**config.mk**
```make
export PLATFORM = sky130hd
export DESIGN_NAME = tdpt_ctrl
export DESIGN_NICKNAME = d
export VERILOG_FILES = /design/src/rtl/tdpt_pkg.sv /design/src/rtl/tdpt_ctrl.sv
export SDC_FILE = /design/constraint.sdc
export NUM_CORES = 1
export LEC_CHECK = 0
export BUFFER_PORTS_ARGS = -buffer_cell sky130_fd_sc_hd__buf_2
export CAP_MARGIN = 25
export CORE_AREA = 5 5 42 44
export DETAILED_ROUTE_END_ITERATION = 7
export DIE_AREA = 0 0 47 49
export PLACE_DENSITY = 0.5
export SETUP_SLACK_MARGIN = 0.02
export SLEW_MARGIN = 20
export SYNTH_ARGS = -nofsm -noshare
export SYNTH_HDL_FRONTEND = slang
export SYNTH_SLANG_ARGS = --single-unit
```
**constraint.sdc**
```tcl
create_clock -name clk_i -period 1.2 [get_ports clk_i]
set_input_delay 0.24 -clock clk_i [delete_from_list [all_inputs] [get_ports clk_i]]
set_output_delay 0.24 -clock clk_i [all_outputs]
set_load 0.005 [all_outputs]
```
**src/rtl/tdpt_pkg.sv**
```systemverilog
// ----------------------------------------------------------------------------
// tdpt_pkg
// Shared types and constants of the trial-division primality tester.
// ----------------------------------------------------------------------------
`default_nettype none

package tdpt_pkg;

  // Width of the candidate field on the input stream.
  localparam int CAND_BITS = 32;
  // Width of the result stream data, one flag padded to a byte.
  localparam int RES_BITS = 8;
  // Trial divisors start here.
  localparam int FIRST_DIVISOR = 2;

  // Commands from the controller to the datapath.
  typedef struct packed {
    logic load;  // capture a new candidate and start dividing by two
    logic step;  // one restoring division step
    logic next;  // advance to the next divisor and restart the division
  } tdpt_cmd_t;

  // Status from the datapath to the controller.
  typedef struct packed {
    logic n_lt2;       // candidate is zero or one
    logic div_last;    // the current step is the last one of the division
    logic bound_fail;  // divisor exceeds the quotient, so d*d > n
    logic rem_zero;    // remainder of the finished division is zero
  } tdpt_sts_t;

endpackage

`default_nettype wire

```
**src/rtl/tdpt_ctrl.sv**
```systemverilog
// ----------------------------------------------------------------------------
// tdpt_ctrl
// Controller: sequences divisions per candidate and holds the result register.
// ----------------------------------------------------------------------------
`default_nettype none

module tdpt_ctrl (
  input  wire logic                clk_i,
  input  wire logic                rst_ni,
  input  wire logic                in_valid_i,
  output logic                     in_ready_o,
  output logic                     out_valid_o,
  input  wire logic                out_ready_i,
  output logic                     prime_o,
  output tdpt_pkg::tdpt_cmd_t      cmd_o,
  input  wire tdpt_pkg::tdpt_sts_t sts_i
);

  import tdpt_pkg::*;

  typedef enum logic [1:0] {
    IDLE,
    DIVIDE,
    CHECK
  } state_e;

  state_e state_q;
  logic   out_valid_q;
  logic   prime_q;
  logic   out_free;
  logic   done;
  logic   verdict;
  logic   res_load;

  assign out_free = !out_valid_q || out_ready_i;
  assign done     = sts_i.n_lt2 || sts_i.bound_fail || sts_i.rem_zero;
  // Once the divisor passes the quotient, no factor is left to find.
  assign verdict  = !sts_i.n_lt2 && sts_i.bound_fail;
  assign res_load = (state_q == CHECK) && done && out_free;

  always_comb begin
    cmd_o      = '0;
    in_ready_o = 1'b0;
    case (state_q)
      IDLE: begin
        in_ready_o = 1'b1;
        cmd_o.load = in_valid_i;
      end
      DIVIDE: begin
        cmd_o.step = 1'b1;
      end
      CHECK: begin
        cmd_o.next = !done;
      end
      default: begin
        cmd_o = '0;
      end
    endcase
  end

  always_ff @(posedge clk_i or negedge rst_ni) begin
    if (!rst_ni) begin
      state_q     <= IDLE;
      out_valid_q <= 1'b0;
      prime_q     <= 1'b0;
    end else begin
      if (res_load) begin
        out_valid_q <= 1'b1;
        prime_q     <= verdict;
      end else if (out_valid_q && out_ready_i) begin
        out_valid_q <= 1'b0;
      end
      case (state_q)
        IDLE: begin
          if (in_valid_i) begin
            state_q <= DIVIDE;
          end
        end
        DIVIDE: begin
          if (sts_i.div_last) begin
            state_q <= CHECK;
          end
        end
        CHECK: begin
          if (!done) begin
            state_q <= DIVIDE;
          end else if (out_free) begin
            state_q <= IDLE;
          end
        end
        default: begin
          state_q <= IDLE;
        end
      endcase
    end
  end

  assign out_valid_o = out_valid_q;
  assign prime_o     = prime_q;

endmodule

`default_nettype wire

```
==> flow_metrics.py, run 1 <==
metrics = {
    "job": {
        "max_cap_viol_count": 0,
    },
    "worst_setup_path": {
        "criticalPathCategory": "reg -> out",
        "critical_path.top_delay_family": "flip-flops",
        "crit_fanout": 2,
        "cp_slowest_cell": "dfrtp_1",
        "cp-end-kind": "primary output",
        "crit_arrival_ns": 1.07,
        "worst-path-stages": 3,
        "crit_buf_inv": 1,
        "critPathLaunchType": "flip-flop",
        "worstPathRequired_ns": 0.96,
        "cpPeakStageDelay_ns": 0.38,
        "reg2reg_depth": 5,
        "path_cells": "nand2b_4, nor4_4, buf_2",
    },
    "timing": {
        "post-route-min-period_ns": 1.313,
        "finalMaxSlewViolations": 0,
        "fin_crit_sh_pct": 109.4,
        "setup_viol": 4,
        "worst_pin_slew_ns": 0.2977,
        "setup_ws_ns": -0.1126,
        "relSlewSlack_pct": 80.11,
        "hold_viol": 0,
        "fmax_mhz": 761.9,
        "rsz0062_at_grt": "yes",
        "skew_ns": 0.004276,
        "final.setup.tns_ns": -0.3421,
    },
    "pwr": {
        "p_leak_nw": 0.2119,
        "p_total_w": 0.0006305,
        "netSwitchingFraction_pct": 30.09,
        "pwr_density_cell_nw_per_um2": 1509,
        "p_int_w": 0.0004407,
        "pwr-share-comb_pct": 40.0,
        "ir_drop_v": 0.0006459,
        "power.share.clock_pct": 28.2,
        "power.net_switching_w": 0.0001897,
        "pwr-share-seq_pct": 31.8,
    },
    "finish": {
        "most-common-layout-cells": "buf_2 (11), buf_4 (4), clkbuf_4 (3), dfrtp_1 (3), buf_6 (3)",
        "n_antenna_cell": 0,
        "nets": 52,
        "final_area_sq_um": 417.9,
        "final_common_cell": "buf_2",
        "nFillCells": 155,
        "drive_gt1_share_pct": 69.05,
        "area_delta_synth_final_pct": 88.70,
    },
    "logic_synthesis": {
        "synthXorXnorAreaFrac_pct": 0,
        "yosys.area.top_type": "dfrtp_1",
        "ys_types": 15,
        "synth_top_family_by_area": "simple AND/OR/NAND/NOR gates",
        "yosys-top-cells-count": "dfrtp_1 (4), inv_1 (2), nor2_1 (2)",
        "synth-simple-area-share_pct": 32.20,
        "synthArstFlopShare_pct": 100.0,
        "yosys_most_used_dff": "dfrtp_1",
        "netlist_area_sq_um": 221.5,
        "yosysTopAreaCellShare_pct": 45.20,
        "synth_edf_count": 0,
        "avgSynthCellArea_sq_um": 11.07,
        "seq_area_frac_synth_pct": 45.20,
        "yosys_warnings": 0,
        "synth-compound-area-share_pct": 14.69,
        "syn_nets": 28,
        "synthMuxAreaShare_pct": 4.520,
        "synthCells": 20,
        "ys_seq_elements": 4,
        "synthAdderAreaFrac_pct": 0,
        "synth_area_leaders": "dfrtp_1 (45%), nand2b_4 (6.2%), nor4_2 (5.6%)",
        "synth.most_common_cell": "dfrtp_1",
    },
    "global_routing": {
        "gr-total-overflow": 0,
        "antenna_found_initial": 0,
        "grt_first_pass_wirelength_microns": 1069,
        "grt_usage_pct": 6.996,
        "grt_pass1_vias": 260,
        "grt_max_degree": 5,
    },
    "placement": {
        "dp_hpwl_microns": 470.7,
        "placed_area_sq_um": 314.1,
        "port_buffers": 13,
        "place.gp.congestion": 0.7224,
    },
    "clock_network": {
        "ctsHtreeMaxLevel": 1,
        "clkTransAtPathRegs_ns": 0.04,
        "cts_root_buffer": "clkbuf_4",
        "cts_buffers": 3,
        "clk_latency_ns": 0.24,
        "cts_max_path_buffers": 2,
        "tritoncts": "built",
        "clkSinkCount": 4,
    },
    "run_status": {
        "status": "finished with violations",
        "violations": "setup timing",
    },
    "route": {
        "ant_nets": 0,
        "drc_errors": 0,
        "drt_wl_total_microns": 707,
        "vias": 240,
        "wl_per_cell_microns": 12.19,
        "first_iter_violations": 2,
        "drt-pass1-iter-count": 2,
        "via_per_inst": 4.138,
    },
    "hold_path": {
        "min_path_type": "in -> reg",
        "min_path_cells": 2,
    },
    "die": {
        "die_x_microns": 47,
        "core-area_sq_um": 1401,
        "ioPinCount": 14,
        "dieArea_sq_um": 2303,
        "die_y_microns": 49,
        "num_rows": 14,
        "initial_core_util_pct": 15.80,
    },
}
sequential cells by signal, summed over array words and instances, names as in the netlist:
register / cells
out_valid_o: 1
prime_o: 1
state_q: 2
per-stage QoR:
step	util (%)	hold slack (ns)	std cells	worst slack (ns)
after global routing	29.82	0.2560	58	-0.1741
after detailed placement	22.41	0.05277	50	0.1274
after floorplan	-	-0.05559	20	0.2272
final	29.82	0.2417	58	-0.1126
after CTS	28.30	0.2408	57	-0.1094
after global placement	22.41	0.05551	50	0.1345
metal layers:
metal	share of wire [%]	up-vias	global-route usage (%)	wire [microns]
met2	38	16	7.466	272
met3	12	4	3.690	88
met4	3.4	0	6.912	24
met5	0	-	0	0
met1	45	103	9.111	320
li1	-	117	-	-
worst paths after layout:
| kind | slack, ns | end | start |
|---|---|---|---|
| hold / removal | 0.24 | state_q[1]$_DFFE_PN0P_ | sts_i[2] |
| max in group asynchronous | 0.73 | state_q[1]$_DFFE_PN0P_ | rst_ni |
| min in group asynchronous | 0.34 | state_q[1]$_DFFE_PN0P_ | rst_ni |
| setup reg to reg | -0.04 | state_q[1]$_DFFE_PN0P_ | state_q[0]$_DFFE_PN0P_ |
| hold reg to reg | 0.53 | prime_o$_DFFE_PN0P_ | prime_o$_DFFE_PN0P_ |
| setup / recovery | -0.11 | cmd_o[0] | state_q[0]$_DFFE_PN0P_ |
power by group through the flow:
| stage | Combinational, W | Clock [W] | Sequential [W] |
|---|---|---|---|
| final | 0.000252 | 0.000178 | 0.000201 |
| after global routing | 0.000277 | 0.000187 | 0.000206 |
| after CTS | 0.000222 | 0.000179 | 0.000196 |
| after detailed placement | 0.000167 | 0 | 0.000192 |
| after global placement | 0.000167 | 0 | 0.000195 |
| after floorplan | 0.0000780 | 0 | 0.000196 |
cell families (layout without fill, tap and decap cells):
family                 count (synthesis)  after routing
multiplexers                           1              1
buffers and inverters                  2             24
AO/OA/AOI/OAI                          4              4
flip-flops                             4              4
AND/OR/NAND/NOR                        9              9
layout make-up:
type	instances	area, sq um	share of cell area [%]
sequential	4	101.3	24.25
tap	16	20.02	4.790
multi-input combinational	14	137.6	32.93
clock buffer	3	22.52	5.389
timing repair buffer	19	128.9	30.84
inverter	2	7.507	1.796
what timing repair did:
| action | CTS | global route |
|---|---|---|
| hold endpoints to repair | 4 | 0 |
| gates resized for setup | 6 | 3 |
| pin swaps | 1 | 0 |
| setup buffers | 3 | 1 |
| hold buffers | 1 | 0 |
| setup endpoints to repair | 4 | 5 |
No activity file was read; power rests on OpenSTA's default activity.
==> run 2: changes to the inputs <==
==> constraint.sdc (replaced) <==
create_clock -name clk_i -period 1.2 [get_ports clk_i]
set_input_delay 0.12 -clock clk_i [delete_from_list [all_inputs] [get_ports clk_i]]
set_output_delay 0.12 -clock clk_i [all_outputs]
set_load 0.005 [all_outputs]
==> run 2 against run 1 <==
The flow still finishes with violations (setup timing); combinational power shrank 33%; total power shrank 15%; sequential share of layout area grew 3.8 points; sequential power is essentially flat; critical endpoint unchanged.
==> flow_metrics.py, run 2 (synthesized netlist as in run 1, its figures left out) <==
metrics = {
    "finish": {
        "nets": 48,
        "drive_gt1_share_pct": 60.53,
        "area_delta_synth_final_pct": 63.28,
        "final_common_cell": "buf_2",
        "nFillCells": 162,
        "most-common-layout-cells": "buf_2 (13), clkbuf_4 (3), dfrtp_1 (3)",
        "top_register": "state_q",
        "n_antenna_cell": 0,
        "fin_cells": 54,
        "final_area_sq_um": 361.6,
        "largest_reg_flops": 2,
    },
    "die": {
        "initial_core_util_pct": 15.80,
        "core-area_sq_um": 1401,
        "die_x_microns": 47,
        "ioPinCount": 14,
        "dieArea_sq_um": 2303,
        "num_rows": 14,
        "die_y_microns": 49,
    },
    "timing": {
        "holdWs_ns": 0.1381,
        "finalMaxSlewViolations": 0,
        "setup_viol": 1,
        "fmax_mhz": 820.2,
        "setup_ws_ns": -0.01925,
        "final.setup.tns_ns": -0.01925,
        "worst_pin_slew_ns": 0.3011,
        "fin_crit_sh_pct": 101.6,
        "relSlewSlack_pct": 79.67,
        "skew_ns": 0.004178,
        "post-route-min-period_ns": 1.219,
        "hold_viol": 0,
        "rsz0062_at_grt": "yes",
    },
    "pwr": {
        "power.share.clock_pct": 31.4,
        "ir_drop_v": 0.0005204,
        "pwr-share-seq_pct": 37.1,
        "pwr-share-comb_pct": 31.6,
        "p_leak_nw": 0.1846,
        "power.net_switching_w": 0.0001584,
        "pwr_density_cell_nw_per_um2": 1487,
        "netSwitchingFraction_pct": 29.45,
        "p_int_w": 0.0003794,
    },
    "worst_setup_path": {
        "path_cells": "nand2b_4, nor4_4, buf_2",
        "cpPeakStageDelay_ns": 0.40,
        "crit_fanout": 4,
        "cp_slowest_cell": "dfrtp_1",
        "crit_arrival_ns": 1.10,
        "critical_path.top_delay_family": "flip-flops",
        "worstPathRequired_ns": 1.08,
        "criticalPathCategory": "reg -> out",
        "cp-end-kind": "primary output",
        "critPathLaunchType": "flip-flop",
        "crit_buf_inv": 1,
        "worst-path-stages": 3,
        "reg2reg_depth": 4,
    },
    "clock_network": {
        "cts_root_buffer": "clkbuf_4",
        "cts_max_path_buffers": 2,
        "cts_buffers": 3,
        "tritoncts": "built",
        "clkTransAtPathRegs_ns": 0.04,
        "clk_latency_ns": 0.24,
        "clkSinkCount": 4,
        "ctsHtreeMaxLevel": 1,
    },
    "route": {
        "vias": 221,
        "first_iter_violations": 0,
        "wl_per_cell_microns": 10.78,
        "drc_errors": 0,
        "drt_wl_total_microns": 582,
        "via_per_inst": 4.093,
        "drt-pass1-iter-count": 1,
        "ant_nets": 0,
    },
    "global_routing": {
        "grt_pass1_vias": 232,
        "gr-total-overflow": 0,
        "antenna_found_initial": 0,
        "grt_first_pass_wirelength_microns": 1028,
        "grt_max_degree": 5,
        "grt_usage_pct": 6.789,
    },
    "placement": {
        "port_buffers": 13,
        "dp_hpwl_microns": 456.9,
        "pre_cts_ws_ns": 0.1660,
        "placed_area_sq_um": 306.5,
        "place.gp.congestion": 0.6714,
        "dp.cells": 49,
    },
    "run_status": {
        "violations": "setup timing",
        "status": "finished with violations",
    },
    "hold_path": {
        "min_path_type": "in -> reg",
        "min_path_cells": 2,
    },
    "job": {
        "max_cap_viol_count": 0,
    },
}
[run 2: final timing paths]
| path | from | endpoint | slack, ns |
|---|---|---|---|
| worst min register to register | state_q[1]$_DFFE_PN0P_ | state_q[0]$_DFFE_PN0P_ | 0.51 |
| max in group asynchronous | rst_ni | state_q[1]$_DFFE_PN0P_ | 0.83 |
| min in group asynchronous | rst_ni | prime_o$_DFFE_PN0P_ | 0.23 |
| worst max-delay path | state_q[0]$_DFFE_PN0P_ | cmd_o[0] | -0.02 |
| worst min-delay path | sts_i[2] | state_q[1]$_DFFE_PN0P_ | 0.14 |
| worst max register to register | state_q[0]$_DFFE_PN0P_ | prime_o$_DFFE_PN0P_ | 0.04 |
[run 2: per-layer routing]
metal	GRT usage, %	wire [microns]	vias up
met3	3.690	89	4
li1	-	-	109
met4	6.912	26	0
met1	9.800	289	92
met5	0	0	-
met2	6.109	177	16
[run 2: what timing repair did]
item / 4_1_cts / 5_1_grt
pin swaps: 0 / 0
setup endpoints to repair: 1 / 4
hold buffers: 1 / 0
gates resized for setup: 1 / 2
setup buffers: 1 / 0
endpoints found under the hold margin: 4 / 0
[run 2: cell type report]
cell class | instances | area [sq um] | share of cell area [%]
inverters | 2 | 7.507 | 2.076
well taps | 16 | 20.02 | 5.536
multi-input cells | 14 | 127.6 | 35.29
repair buffers | 15 | 82.58 | 22.84
clock buffers | 3 | 22.52 | 6.228
flip-flops and latches | 4 | 101.3 | 28.03
[run 2: power groups by stage]
stage	clock, W	sequential (W)	combinational [W]
4_1_cts	0.000177	0.000196	0.000164
3_3_place_gp	0	0.000196	0.000154
6_report	0.000169	0.000199	0.000170
2_1_floorplan	0	0.000196	0.0000780
3_5_place_dp	0	0.000196	0.000152
5_1_grt	0.000179	0.000204	0.000191
[run 2: stage by stage]
stage / power [W] / utilization, %
after floorplan: 0.0002740 / -
after global placement: 0.0003501 / 21.88
after detailed placement: 0.0003479 / 21.88
after CTS: 0.0005369 / 25.36
after global routing: 0.0005746 / 25.80
final: 0.0005378 / 25.80
[run 2: worst reg2reg max path, delay by kind of cell (launching register included)]
kind / cells / cell delay, ns
AOI/OAI and AO/OA: 2 / 0.32
buffers and inverters: 1 / 0.14
and+or+nand+nor: 1 / 0.16
DFF: 1 / 0.40
